File: src/clnw_pkg.sv
// Shared types and constants for the character LCD nibble writer.
// Used by clnw_decode, the top level and the testbench; depends on nothing else.
`timescale 1ns / 1ps

package clnw_pkg;

    // Operation codes of an input request.
    localparam logic [1:0] OP_COMMAND    = 2'd0;
    localparam logic [1:0] OP_CHARACTER  = 2'd1;
    localparam logic [1:0] OP_WRAP_START = 2'd2;
    localparam logic [1:0] OP_SET_CURSOR = 2'd3;

    // Status codes of a result.
    localparam logic [1:0] ST_OK       = 2'd0;
    localparam logic [1:0] ST_OVERFLOW = 2'd1;
    localparam logic [1:0] ST_DROPPED  = 2'd2;

    // Register index of the backlight control.
    localparam logic REG_BACKLIGHT = 1'b0;

    // Expander byte bits and the address command.
    localparam logic [7:0] NIB_MASK = 8'hf0;
    localparam logic [7:0] ADDR_CMD = 8'h80;

    // Input request and result item.
    typedef struct packed {
        logic [1:0] operation;
        logic [7:0] byte_value;
        logic [7:0] column;
        logic [7:0] row;
    } t_in;

    typedef struct packed {
        logic [7:0] expander_byte;
        logic       last;
        logic [1:0] status;
    } t_out;

    // How many results a decoded request produces.
    typedef enum logic [1:0] {
        KIND_FLAG = 2'd0,
        KIND_ONE  = 2'd1,
        KIND_TWO  = 2'd2
    } t_kind;

    // One decoded request: up to two LCD bytes to be split into nibbles.
    typedef struct packed {
        logic [7:0] byte0;
        logic       sel0;
        logic [7:0] byte1;
        logic       sel1;
        t_kind      kind;
        logic [1:0] status;
    } t_job;

    // Text session state.
    typedef struct packed {
        logic       wrap;
        logic       full;
        logic [4:0] column;
        logic [1:0] row;
    } t_state;

    // DDRAM start address of each display row.
    function automatic logic [7:0] row_start(input logic [1:0] r);
        logic [7:0] a;
        case (r)
            2'd0:    a = 8'h00;
            2'd1:    a = 8'h40;
            2'd2:    a = 8'h14;
            default: a = 8'h54;
        endcase
        return a;
    endfunction

endpackage

File: src/clnw_decode.sv
// Request decoder: turns one request and the session state into a job and
// the next session state. Depends on clnw_pkg.
`timescale 1ns / 1ps

module clnw_decode #(
    parameter int LINE_LENGTH = 16,
    parameter int LINE_COUNT  = 2
) (
    input  clnw_pkg::t_in    i_req,
    input  clnw_pkg::t_state i_state,
    output clnw_pkg::t_job   o_job,
    output clnw_pkg::t_state o_next
);
    import clnw_pkg::*;

    // Reciprocal of the line length; exact quotient for any 8-bit column.
    localparam int RECIP = (65536 + LINE_LENGTH - 1) / LINE_LENGTH;

    logic [24:0] prod;
    logic [7:0]  quot;
    logic [12:0] qmul;
    logic [4:0]  rem;
    logic [8:0]  start_row;
    logic [1:0]  cursor_row;
    logic [2:0]  next_row;

    // Split the start column into a row offset and a column within the line.
    always_comb begin
        prod       = 25'(i_req.column) * 25'(RECIP);
        quot       = prod[23:16];
        qmul       = 13'(quot) * 13'(LINE_LENGTH);
        rem        = 5'(13'(i_req.column) - qmul);
        start_row  = 9'(i_req.row) + 9'(quot);
        cursor_row = (i_req.row >= 8'(LINE_COUNT)) ? 2'(LINE_COUNT - 1) : i_req.row[1:0];
        next_row   = 3'(i_state.row) + 3'd1;
    end

    // Per-operation job and state update.
    always_comb begin
        o_next       = i_state;
        o_job.byte0  = i_req.byte_value;
        o_job.sel0   = 1'b0;
        o_job.byte1  = i_req.byte_value;
        o_job.sel1   = 1'b1;
        o_job.kind   = KIND_ONE;
        o_job.status = ST_OK;
        case (i_req.operation)
            OP_COMMAND: begin
                o_next.wrap = 1'b0;
            end
            OP_SET_CURSOR: begin
                o_next.wrap = 1'b0;
                o_job.byte0 = ADDR_CMD | (i_req.column + row_start(cursor_row));
            end
            OP_WRAP_START: begin
                if (start_row >= 9'(LINE_COUNT)) begin
                    o_next.wrap  = 1'b0;
                    o_job.kind   = KIND_FLAG;
                    o_job.status = ST_OVERFLOW;
                end else begin
                    o_next.wrap   = 1'b1;
                    o_next.full   = 1'b0;
                    o_next.column = rem;
                    o_next.row    = start_row[1:0];
                    o_job.byte0   = ADDR_CMD | (8'(rem) + row_start(start_row[1:0]));
                end
            end
            default: begin
                // Character: plain write outside a session, tracked inside one.
                o_job.sel0 = 1'b1;
                if (i_state.wrap) begin
                    if (i_state.full) begin
                        o_job.kind   = KIND_FLAG;
                        o_job.status = ST_DROPPED;
                    end else if (i_state.column >= 5'(LINE_LENGTH)) begin
                        if (next_row >= 3'(LINE_COUNT)) begin
                            o_next.full  = 1'b1;
                            o_job.kind   = KIND_FLAG;
                            o_job.status = ST_DROPPED;
                        end else begin
                            // Line end: row-start address first, then the character.
                            o_next.row    = next_row[1:0];
                            o_next.column = 5'd1;
                            o_job.byte0   = ADDR_CMD | row_start(next_row[1:0]);
                            o_job.sel0    = 1'b0;
                            o_job.kind    = KIND_TWO;
                        end
                    end else begin
                        o_next.column = i_state.column + 5'd1;
                    end
                end
            end
        endcase
    end

endmodule

File: src/char_lcd_nibble_writer_with_wrap_top.sv
// Top level of the character LCD nibble writer: APB register, session state,
// job register and nibble serializer. Depends on clnw_pkg and clnw_decode.
`timescale 1ns / 1ps

// Usage:
// Requests enter on i_req with i_valid/o_ready; each carries an operation
// (command, character, wrapped-text start, set cursor) and its operands.
// Results leave on o_result with o_valid/i_ready, one expander byte per
// cycle while i_ready is high. A command, character, set cursor or valid
// wrapped-text start gives four bytes, a line-end character in a session
// gives eight, and an overflow or dropped character gives one flag result
// with a nonzero status. The last result of a request has last set. The
// first result appears in the cycle after acceptance. The output side paces
// the block: the next request is taken in the same cycle that the final
// result of the current one is taken, so there is no gap between requests.
// If the receiver stalls, the current result holds and no request is taken.
// Reset clears the session and the job register and turns the backlight on.
// The backlight register sits at APB addresses 0 to 3; pready is always high.
module char_lcd_nibble_writer_with_wrap_top #(
    parameter int LINE_LENGTH = 16,
    parameter int LINE_COUNT  = 2
) (
    input  logic             i_clk,
    input  logic             i_rst_n,
    input  logic             i_valid,
    output logic             o_ready,
    input  clnw_pkg::t_in    i_req,
    output logic             o_valid,
    input  logic             i_ready,
    output clnw_pkg::t_out   o_result,
    input  logic             psel,
    input  logic             penable,
    input  logic             pwrite,
    input  logic [2:0]       paddr,
    input  logic [31:0]      pwdata,
    output logic [31:0]      prdata,
    output logic             pready
);
    import clnw_pkg::*;

    logic       r_backlight;
    t_state     r_state;
    t_state     n_state;
    t_job       r_job;
    t_job       n_job;
    logic       r_valid;
    logic [2:0] r_count;
    logic       in_take;
    logic       out_take;
    logic       is_last;
    logic [7:0] cur_byte;
    logic       cur_sel;
    logic [3:0] nibble;

    // Configuration register.
    assign pready = 1'b1;
    assign prdata = (paddr[2] == REG_BACKLIGHT) ? {31'd0, r_backlight} : 32'd0;

    always_ff @(posedge i_clk) begin
        if (!i_rst_n) begin
            r_backlight <= 1'b1;
        end else if (psel && penable && pwrite && paddr[2] == REG_BACKLIGHT) begin
            r_backlight <= pwdata[0];
        end
    end

    // Decoder for the incoming request.
    clnw_decode #(
        .LINE_LENGTH(LINE_LENGTH),
        .LINE_COUNT (LINE_COUNT)
    ) u_decode (
        .i_req  (i_req),
        .i_state(r_state),
        .o_job  (n_job),
        .o_next (n_state)
    );

    // Handshakes: a new request is taken when the job register is empty or its last result is taken.
    always_comb begin
        case (r_job.kind)
            KIND_FLAG: is_last = 1'b1;
            KIND_ONE:  is_last = (r_count == 3'd3);
            default:   is_last = (r_count == 3'd7);
        endcase
    end

    assign out_take = r_valid && i_ready;
    assign o_ready  = !r_valid || (i_ready && is_last);
    assign in_take  = i_valid && o_ready;

    // Session state advances on each accepted request.
    always_ff @(posedge i_clk) begin
        if (!i_rst_n) begin
            r_state <= '0;
        end else if (in_take) begin
            r_state <= n_state;
        end
    end

    // Job register and nibble counter.
    always_ff @(posedge i_clk) begin
        if (!i_rst_n) begin
            r_valid <= 1'b0;
            r_count <= 3'd0;
        end else if (out_take) begin
            if (is_last) begin
                r_valid <= in_take;
                r_count <= 3'd0;
            end else begin
                r_count <= r_count + 3'd1;
            end
        end else if (in_take) begin
            r_valid <= 1'b1;
            r_count <= 3'd0;
        end
    end

    always_ff @(posedge i_clk) begin
        if (!i_rst_n) begin
            r_job <= '0;
        end else if (in_take) begin
            r_job <= n_job;
        end
    end

    // Result: high nibble then low nibble, each with enable set then clear.
    always_comb begin
        cur_byte = r_count[2] ? r_job.byte1 : r_job.byte0;
        cur_sel  = r_count[2] ? r_job.sel1 : r_job.sel0;
        nibble   = r_count[1] ? cur_byte[3:0] : cur_byte[7:4];
        if (r_job.kind == KIND_FLAG) begin
            o_result.expander_byte = 8'd0;
        end else begin
            o_result.expander_byte = {nibble, r_backlight, !r_count[0], 1'b0, cur_sel};
        end
        o_result.last   = is_last;
        o_result.status = r_job.status;
    end

    assign o_valid = r_valid;

    // Assertions.
    a_take_only_when_free: assert property (@(posedge i_clk) disable iff (!i_rst_n)
        in_take |-> (!r_valid || (i_ready && is_last)))
        else $error("request taken while a job is still being sent");

    a_flag_single: assert property (@(posedge i_clk) disable iff (!i_rst_n)
        (r_valid && r_job.kind == KIND_FLAG) |-> (r_count == 3'd0))
        else $error("flag result counter moved");

    a_column_range: assert property (@(posedge i_clk) disable iff (!i_rst_n)
        r_state.wrap |-> (r_state.column <= 5'(LINE_LENGTH)))
        else $error("session column beyond line length");

    a_row_range: assert property (@(posedge i_clk) disable iff (!i_rst_n)
        r_state.wrap |-> (3'(r_state.row) < 3'(LINE_COUNT)))
        else $error("session row beyond last line");

endmodule

File: config.mk
export PLATFORM = sky130hd
export DESIGN_NAME = char_lcd_nibble_writer_with_wrap_top
export DESIGN_NICKNAME = d
export VERILOG_FILES = /design/src/clnw_pkg.sv /design/src/clnw_decode.sv /design/src/char_lcd_nibble_writer_with_wrap_top.sv
export SDC_FILE = /design/constraint.sdc
export NUM_CORES = 1
export LEC_CHECK = 0
export ABC_AREA = 1
export CAP_MARGIN = 20
export CORE_ASPECT_RATIO = 0.9
export CORE_MARGIN = 4
export CORE_UTILIZATION = 55
export CTS_BUF_LIST = sky130_fd_sc_hd__clkbuf_2
export DETAILED_ROUTE_END_ITERATION = 10
export DONT_BUFFER_PORTS = 1
export GPL_TIMING_DRIVEN = 0
export MAX_ROUTING_LAYER = met4
export PLACE_DENSITY_LB_ADDON = 0.3
export SLEW_MARGIN = 10
export SYNTH_ARGS = -nofsm -noshare
export SYNTH_HDL_FRONTEND = slang
export SYNTH_SLANG_ARGS = --single-unit
File: constraint.sdc
create_clock -name i_clk -period 2.7 [get_ports i_clk]
set_clock_uncertainty 0.1 [all_clocks]
set_input_delay 0 -clock i_clk [delete_from_list [all_inputs] [get_ports i_clk]]
set_output_delay 0 -clock i_clk [all_outputs]
set_load 0.005 [all_outputs]
[Yosys cells after proc, flatten, opt, wreduce, memory -nomap -nowiden]
Index checks and enable logic that the tools add are counted.
Widths: inputs -> output; s select.
Operators by class
  add/subtract/negate cells: 7
  order comparisons: 4
  eq/ne operators: 16
  mux-type cells: 44
  bitwise logic cells: 2
  reduce and logical (&&, ||, !) cells: 25
Operator list (number)
  $pmux 7 s3: 3
  $mux 8: 6
  $mux 9: 4
  $mux 7: 4
  $pmux 8 s3: 1
  $mux 4: 4
  $pmux 8 s2: 1
  $mux 3: 4
  $eq 2x2->1 const B: 5
  $logic_not 2->1: 5
  $add 8x4->9: 1
  $ge 9x2->1 const B: 1
  $mux 1: 9
  $eq 2x1->1 const B: 4
  $ge 8x2->1 const B: 1
  $mux 2: 4
  $pmux 4 s2: 1
  $reduce_bool 2->1: 4
  $add 5x7->7: 1
  $add 7x7->7: 1
  $reduce_and 7->1: 1
  $logic_and 1x1->1: 6
  $reduce_and 6->1: 1
  $add 5x1->5 const B: 1
  other kinds (19): 25
Storage, ports and cells
  register bits after elaboration: 36
  input port bits: 68
  output and inout port bits: 46
  logic and storage cells: 111

[Logic depth before layout (Yosys ltp)]
Gate-level depths: netlist of the first run.
  depth in word-level cells: 8
  mapped depth: 15
  gate-level depth less buffers: 15

[Modules after synthesis]
A second synthesis of the first run with hierarchy kept.
Second synthesis, totals
  cells, all modules: 515
  area, all modules: 3228.1 µm²
By module, submodules not included
  char_lcd_nibble_writer_with_wrap_top: instances 1, cells an instance 315, area each 2107.0 µm², seq. area each 720.7 µm²
  clnw_decode: instances 1, cells an instance 200, area each 1121.1 µm², seq. area each 0.0 µm²

[Least setup slack after synthesis of the first run]
No wires, ideal clock.
  path type: input-to-reg
  from: input port i_req[0] (netlist name)
  to: register r_state[3] (netlist name)
  library setup time: 113 ps
  arrival: 1688 ps
  data required time: 2487 ps
  setup slack: 800 ps
  stages on the path: 15
  buffers on the path: 1
  path through: ha_1 -> inv_1 -> fa_1 -> inv_2 -> nor2_1 -> nand2_1 -> nor2_2 -> nand2_1 -> nand2_2 -> nand3_1 -> nor2_2 -> buf_4 -> nand3_1 -> nand2_1 -> nor2_1
Between the ends
  word-level cells in the longest chain between the ends: 4
Ends and longest elaborated chain
  from (decl): line char_lcd_nibble_writer_with_wrap_top.sv:27  | input clnw_pkg::t_in i_req,
  $add 8x4->9: line clnw_decode.sv:33  | start_row = 9'(i_req.row) + 9'(quot);
  $ge 9x2->1: line clnw_decode.sv:56  | if (start_row >= 9'(LINE_COUNT)) begin
  $ne 2x2->1 (no line)
  $reduce_and 6->1 (no line)
  to (signal assigned): line char_lcd_nibble_writer_with_wrap_top.sv:96  | r_state <= n_state;
  to (decl): line char_lcd_nibble_writer_with_wrap_top.sv:42  | t_state r_state;
No other way between the ends.
A chain may end at the register's enable or synchronous reset.

[Final worst setup path of the first run]
  from: input port i_req[12] (netlist name)
  to: register r_job[19] (netlist name)
Between the ends
  word-level cells in the longest chain between the ends: 8
  elaborated cells between the ends (all ways): 13
  classes of those cells: 4 x add/sub; 1 x order compare; 2 x eq/ne; 5 x mux; 1 x reduce/logical
Ends and longest elaborated chain
  $add 8x4->9: line clnw_decode.sv:33
  $eq 2x2->1, or another cell as far along: line clnw_pkg.sv:67  | case (r)
  $pmux 7 s3: line clnw_pkg.sv:67
  $mux 7: line clnw_decode.sv:56
  $mux 7: line clnw_decode.sv:47  | case (i_req.operation)
  $add 5x7->7: line clnw_decode.sv:65  | o_job.byte0 = ADDR_CMD | (8'(rem) + row_start(start_row[1:0]));
  $mux 8: line clnw_decode.sv:56
  $pmux 8 s3 (*): line clnw_decode.sv:47
  to (signal assigned): line char_lcd_nibble_writer_with_wrap_top.sv:122  | r_job <= n_job;
  to (decl): line char_lcd_nibble_writer_with_wrap_top.sv:44  | t_job r_job;
Mark *: on every way between the ends. The rest lies on a longest branch, timed or not. The select of a mux whose other input is x is not followed.

==> flow_metrics.py, run 1 <==
metrics = {
    "timing": {
        "relSlewSlack_pct": 65.55,
        "finalMaxSlewViolations": 0,
        "finalHoldViolCount": 0,
        "finalCritPeriodShare_pct": 98.61,
        "max_slew.worst_pin.slew_ns": 0.5167,
        "finalSetupTns_ns": 0,
        "setup_viol": 0,
        "timing.fmax_mhz": 375.6,
        "period_needed_ns": 2.662,
    },
    "detailed_routing": {
        "wl_mm": 6.993,
        "vias": 2714,
        "drcViolationCount": 0,
        "drt_first_iter_violations": 193,
        "first_pass_iters": 5,
        "wl_met2_mm": 3.391,
        "final_antenna_net_count": 0,
        "wl_met1_mm": 2.964,
        "viasPerCell": 4.998,
        "wl_met3_um": 537,
        "wire_per_inst_um": 12.88,
        "top_layer_used": "met4",
    },
    "die": {
        "core-area_mm2": 0.004604,
        "std_cell_rows": 23,
        "fp.dieW_um": 81.93,
        "start_util_pct": 58.75,
        "die_y_um": 74.53,
        "io_pins": 114,
        "die_area_mm2": 0.006106,
    },
    "global_route": {
        "grt_usage_pct": 24.79,
        "antenna_found_initial": 0,
        "grt_first_pass_wirelength_mm": 11.30,
        "grt_max_degree": 12,
        "grt_pass1_vias": 2541,
        "grt_overflow": 0,
    },
    "min_path": {
        "worstHoldPathType": "input pin to flop",
    },
    "cells_and_area": {
        "drive_gt1_share_pct": 14.55,
        "fin_nets": 566,
        "final_area_mm2": 0.003268,
        "area_delta_synth_final_pct": 20.81,
        "final_util_pct": 70.98,
        "antenna_cells": 0,
    },
    "synth": {
        "synthesis.area_mm2": 0.002705,
        "yosysUniqueCellTypes": 35,
        "syn_area_per_cell_um2": 6.614,
        "synth_flop_cell": "dfxtp_1",
        "synthTopCellsByArea": "dfxtp_1 (27%), nand2_1 (12%), buf_4 (11%), nor2_1 (8.0%), ha_1 (7.9%)",
        "async_flop_share_pct": 0,
        "syn_inst": 409,
        "seq_area_frac_synth_pct": 26.64,
        "synth_top_area_share_pct": 26.64,
        "ys_ff_latch": 36,
        "synth_area_leader_cell": "dfxtp_1",
        "synth_edf_count": 0,
        "yosys_warnings": 0,
    },
    "cts": {
        "clock_latency_ns": 0.39,
        "htree_levels": 2,
        "ctsRootBufferMaster": "clkbuf_2",
        "cts_buffer_depth": 2,
        "cts_tree": "done",
        "numCtsBuffers": 5,
        "clkTransAtPathRegs_ns": 0.19,
        "cts_sinks": 36,
    },
    "placement": {
        "dpl.hpwl_mm": 5.150,
        "numPortBuffers": 0,
        "dpl_cell_area_mm2": 0.002907,
        "place_congestion": 0.8887,
    },
    "critical_path": {
        "worstPathMaxFanout": 7,
        "worst_setup_path_end_kind": "flop",
        "crit_required_ns": 2.90,
        "worstPathArrival_ns": 2.86,
        "critPathLaunchType": "input pin",
        "path_class": "input pin to flop",
    },
    "power_and_ir_drop": {
        "power_w": 0.001160,
        "ir_worst_vdd_mv": 0.3043,
        "leakagePower_nw": 1.557,
        "power_density_mw_per_mm2": 354.9,
    },
    "status": {
        "status": "complete, no violations",
    },
    "run": {
        "cap_violations": 0,
    },
}
==> synth_stat cells, types with 5 or more instances <==
cell type,instances
a21oi_1,36
buf_4,39
clkbuf_1,6
dfxtp_1,36
ha_1,17
inv_1,43
nand2_1,83
nand2_4,5
nand3_1,19
nor2_1,58
o21ai_0,29
==> metal layers <==
metal  vias to the layer above  track usage [%]
li1                       1378                -
met1                      1225            30.32
met2                        98            40.72
met3                        13            5.327
met4                         0            7.934
met5                         -                -
==> layout by cell type, fill, tap and decap left out, types with 17 or more instances in the layout <==
master          n
buf_4          39
inv_1          43
nand3_1        19
nor2_1         58
conb_1         35
nand2_1        81
dfxtp_1        36
dlygate4sd3_1  31
ha_1           17
o21ai_0        29
a21oi_1        36
==> cell type report <==
class	count	area (um2)
Fill cell	420	1336
Multi-Input combinational cell	313	1614
Buffer	47	331.6
Clock inverter	3	13.76
Tap cell	62	77.57
Sequential cell	36	720.7
Clock buffer	5	25.02
Timing Repair Buffer	31	310.3
Inverter	46	175.2
==> sequential cells by signal (all words and copies together) (netlist names) <==
| name | count |
|---|---|
| o_result | 2 |
| r_count | 3 |
| o_valid | 1 |
| r_state | 9 |
| r_job | 20 |
| r_backlight | 1 |
==> report_power, final <==
group	internal, W	switching, W	leakage (nW)
Clock	0.0000580	0.000188	0.0302
Sequential	0.000561	0.0000181	0.295
Combinational	0.000149	0.000185	1.23
Total	0.000769	0.000391	1.56
==> worst paths after layout <==
check	from	end	slack [ns]	cells past startpoint
worst max-delay path	i_req[12]	r_job[19]	0.04	16
worst min-delay path	i_req[25]	r_job[2]	0.01	5
worst max register to register	r_count[0]	r_job[19]	0.43	12
worst min register to register	r_job[4]	r_job[4]	0.38	2
==> metrics by stage <==
step	setup slack (ns)	hold WS, ns	std cells
4_1_cts	0.06741	0.007954	542
6_report	0.03765	0.01376	543
2_1_floorplan	0.7998	-0.06890	442
5_1_grt	-0.01148	0.001311	543
3_5_place_dp	0.5798	-0.06544	504
3_3_place_gp	0.5958	-0.06447	504
==> repair_timing <==
item | in CTS | in global routing
resized for setup | 0 | 4
hold endpoints to repair | 37 | 1
hold buffers | 30 | 1
buffers inserted | 0 | 0
setup endpoints to repair | 0 | 2
==> critical path, cell delays in order <==
cell	delay, ns
dlygate4sd3_1	0.56
ha_1	0.17
inv_1	0.05
fa_2	0.56
inv_2	0.06
nor2_1	0.09
nand2_1	0.07
nor2_2	0.16
nand2_2	0.10
nand2_4	0.11
nand2_2	0.08
nand2_1	0.06
nand2_1	0.05
a21oi_1	0.13
dlygate4sd3_1	0.56
nor2_1	0.04
==> kinds of logic after synthesis <==
family | after synthesis | synth area share [%]
buf+inv | 93 | 18.73
fa+ha+maj | 18 | 8.603
simple gates | 181 | 29.56
compound gates | 77 | 15.54
flops | 36 | 26.64
other cells | 2 | 0.2776
xor+xnor | 2 | 0.6477
Power figures use the tool's default switching activity.
==> run 2, diff against run 1 <==
Settings changed: CORE_ASPECT_RATIO 0.9 to 0.7, CORE_MARGIN 4 to unset.
==> run 2 against run 1 <==
  * Cell count is 0.37% higher
  * Core utilization increased by 1.3 points
  * Via count increased by 0.85%
  * Worst setup slack better by 0.11 ns
  * Clock-buffer cell count is the same
  * Worst hold slack improved by 0.014 ns
  * Non-clock buffer count is 1 lower
  * Critical path type is now flop to flop
  * Largest power group unchanged
==> flow_metrics.py, run 2 (synthesis results as in run 1) <==
metrics = {
    "timing": {
        "period_needed_ns": 2.556,
        "relSlewSlack_pct": 62.80,
        "finalMaxSlewViolations": 0,
        "setup_viol": 0,
        "fin_ws_ns": 0.1442,
        "finalHoldViolCount": 0,
        "timing.fmax_mhz": 391.3,
        "max_slew.worst_pin.slew_ns": 0.5581,
        "finalCritPeriodShare_pct": 94.66,
    },
    "die": {
        "std_cell_rows": 20,
        "start_util_pct": 59.72,
        "die_y_um": 60.68,
        "die_area_mm2": 0.005207,
        "core-area_mm2": 0.004529,
        "io_pins": 114,
        "fp.dieW_um": 85.82,
    },
    "cts": {
        "clock_latency_ns": 0.38,
        "clkTransAtPathRegs_ns": 0.18,
        "cts_tree": "done",
        "numCtsBuffers": 5,
        "cts_buffer_depth": 2,
        "htree_levels": 2,
        "ctsRootBufferMaster": "clkbuf_2",
        "cts_sinks": 36,
    },
    "cells_and_area": {
        "largest_reg_flops": 20,
        "area_delta_synth_final_pct": 20.95,
        "drive_gt1_share_pct": 15.03,
        "largestRegisters": "r_job x20, r_state x9, r_count x3",
        "final_cell_mix": "nand2_1 (82), nor2_1 (57), inv_1 (43)",
        "top_register": "r_job",
        "final_util_pct": 72.24,
        "antenna_cells": 0,
        "layout_commonest_cell": "nand2_1",
        "fillers": 396,
        "final_area_mm2": 0.003272,
        "fin_nets": 565,
    },
    "critical_path": {
        "path_class": "flop to flop",
        "crit_slowest_cell": "dlygate4sd3_1",
        "worst_setup_path_end_kind": "flop",
        "worstPathMaxFanout": 7,
        "path_cells": "buf_4, inv_4, nand2_4, nand3_4, nand2_4, nand2_4, a21oi_4, dlygate4sd3_1, nor2_2, nand2_1, a21oi_2, dlygate4sd3_1",
        "crit_required_ns": 2.94,
        "cp_top_family": "buffers and inverters",
        "worstPathArrival_ns": 2.79,
        "cp_slowest_stage_delay_ns": 0.60,
        "r2r_slack_ns": 0.14,
        "critPathLaunchType": "flop",
        "cp.buffers_inverters": 4,
        "critPathMostFrequentCell": "nand2_4",
    },
    "detailed_routing": {
        "drcViolationCount": 0,
        "viasPerCell": 5.022,
        "first_pass_iters": 5,
        "drt_first_iter_violations": 158,
        "final_antenna_net_count": 0,
        "wire_per_inst_um": 12.82,
        "vias": 2737,
        "wl_mm": 6.986,
    },
    "run": {
        "cap_violations": 0,
    },
    "status": {
        "status": "complete, no violations",
    },
    "global_route": {
        "grt_pass1_vias": 2494,
        "grt_max_degree": 11,
        "grt_overflow": 0,
        "use_met3_pct": 5.442,
        "busiest_layer": "met2",
        "grtUsageMet1_pct": 36.97,
        "grt_usage_pct": 28.69,
        "grt_first_pass_wirelength_mm": 11.02,
        "grtUsageMet2_pct": 46.74,
        "antenna_found_initial": 0,
    },
    "min_path": {
        "worstHoldPathType": "input pin to flop",
    },
    "placement": {
        "place_ws_ns": 0.5298,
        "place_congestion": 0.9119,
        "numPortBuffers": 0,
        "dpl.hpwl_mm": 5.127,
        "dpl_cell_area_mm2": 0.002912,
    },
    "power_and_ir_drop": {
        "ir_worst_vdd_mv": 0.2809,
        "leakagePower_nw": 1.549,
        "power_density_mw_per_mm2": 352.3,
    },
}
run 2: what timing repair did:
action                     CTS  global route
buffers inserted             0             0
hold buffers                30             1
setup endpoints to repair    0             3
hold endpoints to repair    37             1
gates resized for setup      0             9
run 2: worst reg2reg max path, stage by stage (launching register included):
cell           delay [ns]
dfxtp_1              0.33
buf_4                0.16
inv_4                0.10
nand2_4              0.06
nand3_4              0.10
nand2_4              0.06
nand2_4              0.08
a21oi_4              0.06
dlygate4sd3_1        0.60
nor2_2               0.13
nand2_1              0.08
a21oi_2              0.12
dlygate4sd3_1        0.54
run 2: layout make-up:
type | instances | area [um2] | share of cell area (%)
repair buffers | 30 | 300.3 | 9.178
plain buffers | 47 | 334.1 | 10.21
flip-flops and latches | 36 | 721.9 | 22.06
clock inverters | 2 | 7.507 | 0.2294
well taps | 66 | 82.58 | 2.524
clock buffers | 5 | 25.02 | 0.7648
multi-input cells | 313 | 1625 | 49.67
inverters | 46 | 175.2 | 5.354
run 2: power breakdown:
group / leakage, nW / internal (W) / switching [W]
clock: 0.0239 / 0.0000535 / 0.000187
combinational: 1.23 / 0.000148 / 0.000185
sequential: 0.295 / 0.000562 / 0.0000171
total: 1.55 / 0.000763 / 0.000390
run 2: path summary, 6_finish.rpt:
check                end        from  depth (start not counted)
max           r_count[2]  r_count[2]                         12
min          o_result[0]    i_req[4]                          6
max reg2reg   r_count[2]  r_count[2]                         12
min reg2reg    r_job[10]   r_job[10]                          2
run 2: metal layers:
layer	share of wire, %	vias to the layer above
li1	-	1377
met1	45	1225
met2	45	125
met3	9.0	10
met4	1.1	0
met5	0	-
run 2: stage by stage:
step / hold WS (ns) / setup TNS, ns / power [W] / cells
after floorplan: -0.06890 / 0 / 0.0008161 / 442
after global placement: -0.06617 / 0 / 0.0008577 / 508
after detailed placement: -0.06747 / 0 / 0.0008651 / 508
after CTS: 0.006824 / 0 / 0.001136 / 545
after global routing: 0.03641 / -0.0006886 / 0.001219 / 545
final: 0.02823 / 0 / 0.001153 / 545
==> run 3, diff against run 2 <==
Settings changed: GPL_TIMING_DRIVEN 0 to unset, SYNTH_HIERARCHICAL set to 1.
==> run 3 against run 2 <==
  * Power rose by 17%
  * Maximum frequency up 9.9%
  * Cell count is 7.9% higher
  * Die area grew 19%
  * Core utilization shrank 11 points
  * Critical path depth down 3
  * Final area rose by 1.5%
  * Critical path type unchanged
  * Critical endpoint is now r_state[3]
  * Largest cell class unchanged
  * Largest power group unchanged
==> flow_metrics.py, run 3 <==
metrics = {
    "cells_and_area": {
        "final_cell_mix": "nand2_1 (92), nor2_1 (65), inv_1 (59)",
        "largest_reg_flops": 20,
        "drive_gt1_share_pct": 8.333,
        "top_register": "r_job",
        "final_util_pct": 60.93,
        "final_area_mm2": 0.003321,
        "fillers": 534,
        "largestRegisters": "r_job x20, r_state x9, r_count x3",
        "area_delta_synth_final_pct": 2.868,
        "instances_no_fill": 588,
        "fin_nets": 602,
        "antenna_cells": 0,
        "layout_commonest_cell": "nand2_1",
    },
    "timing": {
        "finalHoldViolCount": 0,
        "rsz0062_at_grt": "false",
        "timing.fmax_mhz": 430.0,
        "fin_ws_ns": 0.3747,
        "period_needed_ns": 2.325,
        "finalSetupTns_ns": 0,
        "finalCritPeriodShare_pct": 86.12,
        "finalMaxSlewViolations": 0,
        "setup_viol": 0,
    },
    "critical_path": {
        "r2r-start": "r_count[1]",
        "worstPathArrival_ns": 2.55,
        "reg2reg_depth": 9,
        "critPathLaunchType": "flop",
        "worstPathMaxFanout": 64,
        "path_class": "flop to flop",
        "r2r_end": "r_state[3]",
        "worst_setup_path_end_kind": "flop",
        "r2r_slack_ns": 0.37,
        "crit_required_ns": 2.92,
    },
    "placement": {
        "dpl.hpwl_mm": 5.057,
        "place_inst": 556,
        "place_congestion": 0.8528,
        "numPortBuffers": 0,
        "dpl_cell_area_mm2": 0.002993,
        "place_ws_ns": 0.6104,
    },
    "global_route": {
        "grt_overflow": 0,
        "antenna_found_initial": 0,
        "grt_max_degree": 65,
        "grt_usage_pct": 25.22,
        "grt_pass1_vias": 2711,
        "grt_first_pass_wirelength_mm": 12.03,
    },
    "synth": {
        "synth_area_leader_cell": "dfxtp_1",
        "seq_area_frac_synth_pct": 22.33,
        "async_flop_share_pct": 0,
        "synth_common_cells": "nand2_1 (92), nor2_1 (65), inv_1 (59), nand3_1 (54), a21oi_1 (51)",
        "yosysUniqueCellTypes": 34,
        "synth_flop_cell": "dfxtp_1",
        "synth_edf_count": 0,
        "synth.most_common_cell": "nand2_1",
        "synthTopCellsByArea": "dfxtp_1 (22%), nand2_1 (11%), buf_4 (10%), nand3_1 (8.4%), a21oi_1 (7.9%)",
        "synth_top_area_share_pct": 22.33,
        "syn_area_per_cell_um2": 6.268,
        "yosys_warnings": 6,
        "synthesis.area_mm2": 0.003228,
        "ys_ff_latch": 36,
        "syn_inst": 515,
    },
    "cts": {
        "cts_tree": "done",
        "cts_buffer_depth": 2,
        "post-cts-setup-buffer-count": 0,
        "numCtsBuffers": 5,
        "htree_levels": 2,
        "clock_latency_ns": 0.39,
        "ctsRootBufferMaster": "clkbuf_2",
        "clkTransAtPathRegs_ns": 0.22,
        "cts_sinks": 36,
    },
    "die": {
        "die_area_mm2": 0.006184,
        "die_y_um": 66.10,
        "core-area_mm2": 0.005450,
        "io_pins": 114,
        "std_cell_rows": 22,
        "fp.dieW_um": 93.57,
        "start_util_pct": 59.23,
    },
    "min_path": {
        "worstHoldPathType": "input pin to flop",
        "hold-path-endpoint": "r_state[2]",
        "holdPathStages": 8,
        "min_from": "i_req[8]",
    },
    "detailed_routing": {
        "final_antenna_net_count": 0,
        "drt_first_iter_violations": 197,
        "vias": 3052,
        "wl_mm": 7.185,
        "first_pass_iters": 5,
        "viasPerCell": 5.190,
        "drcViolationCount": 0,
        "wire_per_inst_um": 12.22,
    },
    "power_and_ir_drop": {
        "power_density_mw_per_mm2": 405.0,
        "leakagePower_nw": 1.627,
        "ir_worst_vdd_mv": 0.2558,
    },
    "run": {
        "cap_violations": 0,
    },
    "status": {
        "status": "complete, no violations",
    },
}
## run 3: cell count changes in the layout (fill, tap and decap cells not counted), sizes merged, moves of 8 or more
cell,previous run,this run
dlygate4sd3,30,22
buf,40,4
nand2,89,104
inv,46,69
o21ai,31,23
nand3,21,57
a21oi,37,51
## run 3: worst max path at each step
| stage | cells after the start | end | start |
|---|---|---|---|
| 2_1_floorplan | 18 | r_state[1] | i_req[0] |
| 3_3_place_gp | 18 | r_job[19] | i_req[0] |
| 3_5_place_dp | 18 | r_job[19] | i_req[0] |
| 4_1_cts | 9 | r_state[3] | r_count[1] |
| 5_1_grt | 12 | r_state[3] | r_state[0] |
| 6_report | 9 | r_state[3] | r_count[1] |
## run 3: worst max-delay path, stage by stage (launching register included)
cell           delay [ns]
dfxtp_1              0.52
ha_1                 0.26
nand3_2              0.10
nand2_2              0.11
nand2_2              0.10
nand2_8              0.28
nand3_1              0.11
nand2_1              0.08
dlygate4sd3_1        0.55
nor2_1               0.04
## run 3: cells by family (layout without fill, tap and decap cells)
group,after synthesis,count (layout),share of synthesized area (%)
xor+xnor,2,2,0.5427
compound gates,85,85,13.91
fa+ha+maj,19,19,7.597
other cells,4,36,0.4650
buf+inv,135,104,22.40
flops,36,36,22.33
simple gates,234,234,32.75
## run 3: where the power goes
part           leakage [nW]  switching, W  total, W  internal [W]
Sequential            0.297     0.0000320  0.000605      0.000573
Combinational          1.29      0.000236  0.000384      0.000149
Clock                0.0390      0.000200  0.000355      0.000155
## run 3: what timing repair did
item / in CTS / in global routing
hold buffers: 24 / 0
setup endpoints to repair: 0 / 0
resized for setup: 0 / 0
endpoints found under the hold margin: 37 / 0
## run 3: per-layer routing
layer  GRT usage, %  wire [um]
met3          5.517        453
met1          32.57       3307
met4          4.038         30
met2          41.36       3393
met5              -          0
## run 3: area by class of cell
cell class,instances,area [um2],area share (%)
tap,72,90.09,2.713
sequential,36,720.7,21.70
clock inverter,3,42.54,1.281
clock buffer,5,25.02,0.7536
timing repair buffer,26,275.3,8.289
multi-input combinational,376,1904,57.35
inverter,70,262.8,7.913
## run 3: per-stage QoR
| stage | hold slack, ns | power (W) |
|---|---|---|
| floorplan | -0.06890 | 0.0009586 |
| global placement | -0.06512 | 0.0009249 |
| detailed placement | -0.06433 | 0.0009360 |
| CTS | 0.001105 | 0.001346 |
| global route | 0.07953 | 0.001436 |
| finish | 0.03086 | 0.001345 |
